[config.mk]
export PLATFORM = sky130hd
export DESIGN_NAME = ias_controller
export DESIGN_NICKNAME = d
export VERILOG_FILES = /design/src/rtl/ias_pkg.sv /design/src/rtl/ias_controller.sv
export SDC_FILE = /design/constraint.sdc
export NUM_CORES = 1
export LEC_CHECK = 0
export ABC_AREA = 0
export ABC_CLOCK_PERIOD_IN_PS = 1600
export BUFFER_PORTS_ARGS = -buffer_cell sky130_fd_sc_hd__buf_4
export CORE_AREA = 4 4 41 43
export CTS_CLUSTER_SIZE = 8
export DETAILED_ROUTE_END_ITERATION = 10
export DIE_AREA = 0 0 45 47
export SLEW_MARGIN = 20
export SYNTH_ARGS = -nofsm -noshare
export SYNTH_HDL_FRONTEND = slang
export SYNTH_SLANG_ARGS = --single-unit
[constraint.sdc]
create_clock -name clock -period 1.6 [get_ports clock]
set_input_delay 0.32 -clock clock [delete_from_list [all_inputs] [get_ports clock]]
set_output_delay 0.32 -clock clock [all_outputs]
set_load 0.1 [all_outputs]
[src/rtl/ias_pkg.sv]
// Shared types and constants of the ignition advance scheduler.
`default_nettype none

package ias_pkg;

   localparam int TIME_BITS     = 32;
   localparam int SPEED_BITS    = 26;
   localparam int ANGLE_BITS    = 6;
   localparam int CSR_BITS      = 16;
   localparam int DIV_NUM_BITS  = SPEED_BITS;
   localparam int DIV_STEP_BITS = 6;

   localparam logic [SPEED_BITS-1:0]    SPEED_MAX    = '1;
   localparam logic [SPEED_BITS-1:0]    RPM_US       = 26'd60000000;
   localparam logic [ANGLE_BITS-1:0]    ANGLE_MAX    = 6'd38;
   localparam logic [CSR_BITS-1:0]      MIN_RPM_INIT = 16'd80;
   localparam logic [CSR_BITS-1:0]      CUT_RPM_INIT = 16'd3000;
   localparam logic [DIV_STEP_BITS-1:0] STEPS_SPEED  = 6'd26;

   typedef enum logic {
      CSR_MIN_RPM = 1'b0,
      CSR_CUT_RPM = 1'b1
   } csr_index_type;

   typedef struct packed {
      logic load_in;
      logic div_start;
      logic spd_sat;
      logic spd_load;
      logic curve_mul;
      logic adv_load;
      logic q36_load;
      logic q10_load;
      logic split_load;
      logic offs_load;
      logic start_load;
      logic end_load;
      logic finish;
   } cmd_type;

   typedef struct packed {
      logic edge_seen;
      logic period_zero;
      logic div_busy;
      logic rsp_busy;
   } sts_type;

endpackage

`default_nettype wire

[src/rtl/ias_controller.sv]
// Sequencer of the ignition advance scheduler: steps one sample through the datapath.
`default_nettype none

module ias_controller (
   input  logic                clock,
   input  logic                reset,
   input  logic                req_valid,
   output logic                req_ready,
   input  ias_pkg::sts_type    sts,
   output ias_pkg::cmd_type    cmd
);

   typedef enum logic [3:0] {
      ST_IDLE,
      ST_CHECK,
      ST_DIV_SPEED,
      ST_CURVE,
      ST_ADVANCE,
      ST_SPLIT,
      ST_OFFSET,
      ST_PEND_START,
      ST_PEND_END,
      ST_WINDOW
   } state_type;

   state_type state_ff;
   state_type state_in;

   always_comb begin
      state_in   = state_ff;
      cmd        = '0;
      req_ready  = 1'b0;
      unique case (state_ff)
         ST_IDLE: begin
            req_ready = 1'b1;
            if (req_valid) begin
               cmd.load_in = 1'b1;
               state_in    = ST_CHECK;
            end
         end
         ST_CHECK: begin
            if (!sts.edge_seen) begin
               state_in = ST_WINDOW;
            end else if (sts.period_zero) begin
               cmd.spd_sat = 1'b1;
               state_in    = ST_CURVE;
            end else begin
               cmd.div_start = 1'b1;
               state_in      = ST_DIV_SPEED;
            end
         end
         ST_DIV_SPEED: begin
            if (!sts.div_busy) begin
               cmd.spd_load = 1'b1;
               state_in     = ST_CURVE;
            end
         end
         ST_CURVE: begin
            cmd.curve_mul = 1'b1;
            cmd.q36_load  = 1'b1;
            state_in      = ST_ADVANCE;
         end
         ST_ADVANCE: begin
            cmd.adv_load = 1'b1;
            cmd.q10_load = 1'b1;
            state_in     = ST_SPLIT;
         end
         ST_SPLIT: begin
            cmd.split_load = 1'b1;
            state_in       = ST_OFFSET;
         end
         ST_OFFSET: begin
            cmd.offs_load = 1'b1;
            state_in      = ST_PEND_START;
         end
         ST_PEND_START: begin
            cmd.start_load = 1'b1;
            state_in       = ST_PEND_END;
         end
         ST_PEND_END: begin
            cmd.end_load = 1'b1;
            state_in     = ST_WINDOW;
         end
         ST_WINDOW: begin
            // The result register must be free, or be emptied in this cycle.
            if (!sts.rsp_busy) begin
               cmd.finish = 1'b1;
               state_in   = ST_IDLE;
            end
         end
         default: begin
            state_in = ST_IDLE;
         end
      endcase
   end

   always_ff @(posedge clock) begin
      if (reset) begin
         state_ff <= ST_IDLE;
      end else begin
         state_ff <= state_in;
      end
   end

endmodule

`default_nettype wire

==> metrics, run 1 <==
Yosys reg bits 4; Port Buffers 20; Top reg by flops state_ff; Syn Inst Count 51; MaxCap Viol Count 0; pwr/cell area 932 nW/um2; CP peak stage delay 370 ps; antenna violations before repair 0; Clk pwr share 0.141; CP endpoint kind output port; worst path cell trace buf_4, nor2_2, nand3_4, nor2_4, buf_12; Critical Path Source Type flip-flop; synth unique cells 25; skew final 2.88 ps; WP data required 1280 ps; die area 2120 um2; number of global-route vias before repair 482; remaining global-route overflow 0; EDFF count, synth 0; Ys Warns 0; relative slew slack 0.815; vias per cell 5.04; critical path buffer and inverter count 2; Internal 0.438 mW; met3 Usage GRT 0.0613; Nets 92; htree depth 1; Yosys top cell by area dfxtp_1; FFs w/ async S/R, synth 0; synthesized area 398 um2; DR vias 494; Clock Path Buffers 2; final wirelength 1.34 mm; worst slew pin tran 277 ps; Die Wd 45 um; DRC violations left 0; syn avg cell area 7.80 um2; GRT Max-Usage Layer met2; routability cong. 0.724; pin count of the biggest net entering global routing 8; post-DP HPWL 945 um; PnR worst setup slack 6.60 ps; # diodes 0; initial drt markers 6; # clock sinks 4; top-area cell type share of the netlist area 0.201; ANT nets after route 0; Net Sw Frac 0.496; area of the multi-input gates 417 um2; Worst Path Max Fanout 7; Root Driver clkbuf_4; Max Fclk 628 MHz; max reg flops 4; Seq pwr share 0.180; hold crit path type in -> reg; CTS buffer count 3; WL/cell 13.7 um; CTS Hold Bufs 0; sequential area share after synthesis 0.201; number of setup violations in the final report 0; Rows 13; Place WS 61.6 ps; gr usage total 0.147; area growth from synthesis to final layout 134%; Detailed Routing Iterations Pass 1 4; ratio of cells with drive above 1 in the final layout 0.771; crit path kind reg -> out; design area 932 um2; Clk Latency, worst-skew pair 230 ps; top cells by count, synth nor2_1, nor3_1, buf_4, dfxtp_1, nand2b_1; RSZ-0062 raised after global routing true; area taken by flip-flops and latches 95.1 um2; most common cell in the netlist nor2_1; P_leak 0.385 nW; cell family with most CP delay flip-flops; Clk pin slew, worst setup/hold paths 40 ps; Top FF cell, synth dfxtp_1; Core ar. 1300 um2; peak supply drop 0.508 mV; biggest regs state_ff x4; period utilization 0.996; Final Hold Fails 0; Max stage delay cell, worst path dfxtp_4; Pins Over Slew Limit 0; worst endpoint data arrival time 1270 ps; Initial Util 0.306; status completed; syn nets 58; met1 Track Usage GR 0.162; first-pass GRT wire length 2.21 mm; Comb power frac 0.679; die height 47 um; CTS tree built; min cycle time layout 1590 ps; GR Util met2 0.266; Psw 0.431 mW; Post-DP Area 692 um2; fill cell count 99; Ports 21; Area contributors post-synth dfxtp_1, nor3_1, buf_4
==> metal layers <==
layer,vias to the layer above,share of wire,wire (um)
li1,244,-,-
met2,17,0.54,731
met3,0,0.059,79
met1,233,0.40,531
met5,-,0,0
met4,0,0,0
==> power groups by stage <==
stage                     clock (mW)  combinational (mW)  sequential (mW)
after floorplan                    0               0.426            0.126
after global placement             0               0.474            0.152
after detailed placement           0               0.475            0.152
after CTS                      0.127               0.545            0.151
after global routing           0.140               0.616            0.158
final                          0.123               0.590            0.156
==> area by class of cell <==
class	count	share of cell area
sequential	4	0.102
multi-input combinational	40	0.447
timing repair buffer	35	0.403
inverter	1	0.00403
clock buffer	3	0.0242
tap	15	0.0201
==> through the flow <==
stage | total power [mW] | utilization | instances | hold WS [ps] | setup TNS (ps)
after global placement | 0.626 | 0.532 | 88 | 513 | 0
after detailed placement | 0.628 | 0.532 | 88 | 514 | 0
after global routing | 0.914 | 0.716 | 98 | 254 | -268
final | 0.868 | 0.716 | 98 | 264 | 0
after CTS | 0.823 | 0.662 | 95 | 260 | -30.3
after floorplan | 0.552 | - | 51 | 382 | -5080
==> path summary, 6_finish.rpt <==
kind	slack, ps	cells after the start	endpoint	start
worst max register to register	130	6	state_ff[3]	state_ff[1]
worst min-delay path	260	2	state_ff[3]	reset
worst min register to register	590	2	state_ff[1]	state_ff[1]
worst max-delay path	7	5	cmd[11]	state_ff[2]
==> placed cells by master, fill, tap and decap left out, types with 2 or more instances in the layout <==
cell type,count
dfxtp_4,4
buf_8,2
buf_6,6
nand2b_4,4
nor2_1,3
buf_12,6
buf_4,21
clkbuf_4,3
a21oi_1,2
nor3_4,4
nor3_1,3
nor2_2,2
nor2_4,3
nor4_4,2
==> logic make-up (layout without fill, tap and decap cells) <==
group / after synthesis / after routing / synth area share
DFF: 4 / 4 / 0.201
buffers and inverters: 7 / 39 / 0.141
and+or+nand+nor: 28 / 28 / 0.377
AOI/OAI and AO/OA: 10 / 10 / 0.233
muxes: 1 / 1 / 0.0252
xor gates and xnor gates: 1 / 1 / 0.0220
==> timing repair <==
action                                  4_1_cts  5_1_grt
buffers inserted                              4        3
gates resized for setup                      31       12
endpoints found under the setup margin       13       12
pin swaps                                     3        4
==> worst reg2reg max path: stages, from the launching register on <==
cell and delay [ps]:
dfxtp_4 370, buf_4 140, buf_4 140, nor3_1 170
mux2i_1 250, o21ai_1 110, a211oi_2 210
No activity file was read; power rests on OpenSTA's default activity.
==> run 2, diff against run 1 <==
--- a/config.mk
+++ b/config.mk
@@ -9,6 +9,7 @@
 export ABC_CLOCK_PERIOD_IN_PS = 1600
 export BUFFER_PORTS_ARGS = -buffer_cell sky130_fd_sc_hd__buf_4
 export CORE_AREA = 4 4 41 43
+export CTS_BUF_LIST = sky130_fd_sc_hd__clkbuf_16
 export CTS_CLUSTER_SIZE = 8
 export DETAILED_ROUTE_END_ITERATION = 10
 export DIE_AREA = 0 0 45 47
==> metrics, run 2 (same netlist as run 1, synthesis figures left out) <==
status finished, violations left (was completed); R2R Setup Slk 240 ps (was 130 ps); Net Sw Frac 0.411 (was 0.496); Die Wd 45 um (unchanged); DRC violations left 0 (unchanged); area growth from synthesis to final layout 140% (was 134%); worst slew pin tran 280 ps (was 277 ps); Clock Path Buffers 2 (unchanged); Clk pwr share 0.351 (was 0.141); htree depth 1 (unchanged); Psw 0.459 mW (was 0.431 mW); # clock sinks 4 (unchanged); pin count of the biggest net entering global routing 8 (unchanged); min cycle time layout 1600 ps (was 1590 ps); P_leak 0.392 nW (was 0.385 nW); failing checks setup timing; Clk Latency, worst-skew pair 230 ps (about the same); pwr/cell area 1170 nW/um2 (was 932 nW/um2); number of global-route vias before repair 494 (was 482); Initial Util 0.306 (unchanged); Internal 0.658 mW (was 0.438 mW); Top reg by flops state_ff (unchanged); routability cong. 0.724 (unchanged); ANT nets after route 0 (unchanged); peak supply drop 0.721 mV (was 0.508 mV); Core ar. 1300 um2 (unchanged); Critical Path Source Type flip-flop (unchanged); gr usage total 0.146 (was 0.147); period utilization 1.00 (was 0.996); Detailed Routing Iterations Pass 1 2 (was 4); post-DP HPWL 945 um (unchanged); Root Driver clkbuf_16 (was clkbuf_4); die height 47 um (unchanged); skew final 0.586 ps (was 2.88 ps); fill cell count 99 (unchanged); Ports 21 (unchanged); CTS tree built (unchanged); worst endpoint data arrival time 1280 ps (was 1270 ps); Final Hold Fails 0 (unchanged); crit path kind reg -> out (unchanged); Layout Utilization 0.734 (was 0.716); Nets 90 (was 92); Port Buffers 20 (unchanged); Max Fclk 624 MHz (was 628 MHz); CTS Hold Bufs 0 (unchanged); hold_sp reset (unchanged); non-filler cells, final 96 (was 98); first-pass GRT wire length 2.18 mm (was 2.21 mm); ratio of cells with drive above 1 in the final layout 0.741 (was 0.771); number of setup violations in the final report 1 (was 0); antenna violations before repair 0 (unchanged); Pins Over Slew Limit 0 (unchanged); RR Startpoint state_ff[1] (unchanged); biggest regs state_ff x4 (unchanged); Clk pin slew, worst setup/hold paths 30 ps (was 40 ps); max reg flops 4 (unchanged); CTS buffer count 3 (unchanged); final wirelength 1.39 mm (was 1.34 mm); initial drt markers 2 (was 6); MaxCap Viol Count 0 (unchanged); hold crit path type in -> reg (unchanged); Rows 13 (unchanged); TNS Setup -3.29 ps (was 0 ps); commonest non-fill, non-tap cell in the layout buf_4 (unchanged); WP data required 1280 ps (about the same); DP Cell Count 88 (unchanged); Hold EP state_ff[3] (unchanged); CP endpoint kind output port (unchanged); DR vias 486 (was 494); vias per cell 5.06 (was 5.04); final hold slack 271 ps (was 264 ps); WL/cell 14.5 um (was 13.7 um); hold path cells 2 (unchanged); RSZ-0062 raised after global routing true (unchanged); cells on worst reg2reg path 5 (was 6); PnR worst setup slack -3.29 ps (was 6.60 ps); relative slew slack 0.815 (about the same); Worst Path Max Fanout 6 (was 7); most frequent cells in the layout buf_4, buf_6, buf_12 (was buf_4, buf_12, buf_6); Seq pwr share 0.138 (was 0.180); remaining global-route overflow 0 (unchanged); Comb power frac 0.511 (was 0.679); # diodes 0 (unchanged); worst r2r dst state_ff[3] (unchanged); die area 2120 um2 (unchanged)
==> run 2: cell types whose count changed in the layout (fill, tap and decap cells not counted), sizes merged <==
cell | before | now
buf | 35 | 33
==> run 2: power groups by stage <==
| stage | clock, mW | combinational [mW] | sequential, mW |
|---|---|---|---|
| detailed placement | 0 | 0.475 | 0.152 |
| finish | 0.392 | 0.571 | 0.154 |
| CTS | 0.401 | 0.541 | 0.151 |
| global route | 0.407 | 0.594 | 0.158 |
| floorplan | 0 | 0.426 | 0.126 |
| global placement | 0 | 0.474 | 0.152 |
==> run 2: layout make-up <==
cell class	count	area (um2)	area share
inverter	1	3.75	0.00393
timing repair buffer	33	349	0.366
clock buffer	3	75.1	0.0786
sequential	4	95.1	0.0996
tap	15	18.8	0.0197
multi-input combinational	40	413	0.433
==> run 2: repair_timing <==
| action | 4_1_cts | 5_1_grt |
|---|---|---|
| resized for setup | 32 | 8 |
| setup buffers | 3 | 2 |
| pin swaps | 3 | 6 |
| endpoints found under the setup margin | 13 | 10 |
==> run 2: through the flow <==
step | instance area [um2] | power, mW | setup slack [ps]
5_1_grt | 955 | 1.16 | -51.2
2_1_floorplan | 548 | 0.552 | -798
6_report | 955 | 1.12 | -3.29
3_5_place_dp | 692 | 0.628 | 61.6
4_1_cts | 906 | 1.09 | -5.40
3_3_place_gp | 692 | 0.626 | 89.4
==> run 2: critical path, cell delays in order, from the launching register on <==
cell      delay (ps)
dfxtp_4          360
buf_6            130
nand2b_4         150
nor3_4           210
buf_12           200
==> run 2: worst max-delay path by stage <==
stage	startpoint	endpoint	slack (ps)	depth (start not counted)
floorplan	state_ff[2]	cmd[12]	-800	3
global placement	state_ff[1]	cmd[11]	90	4
detailed placement	state_ff[1]	cmd[11]	60	4
CTS	state_ff[2]	cmd[11]	-5	5
global route	state_ff[0]	cmd[0]	-50	4
finish	state_ff[1]	cmd[0]	-3	4
==> run 2: metal layers <==
metal | global-route usage | wire length [um]
met1 | 0.159 | 544
met2 | 0.263 | 735
met3 | 0.0498 | 92
met4 | 0.0526 | 19
met5 | 0 | 0
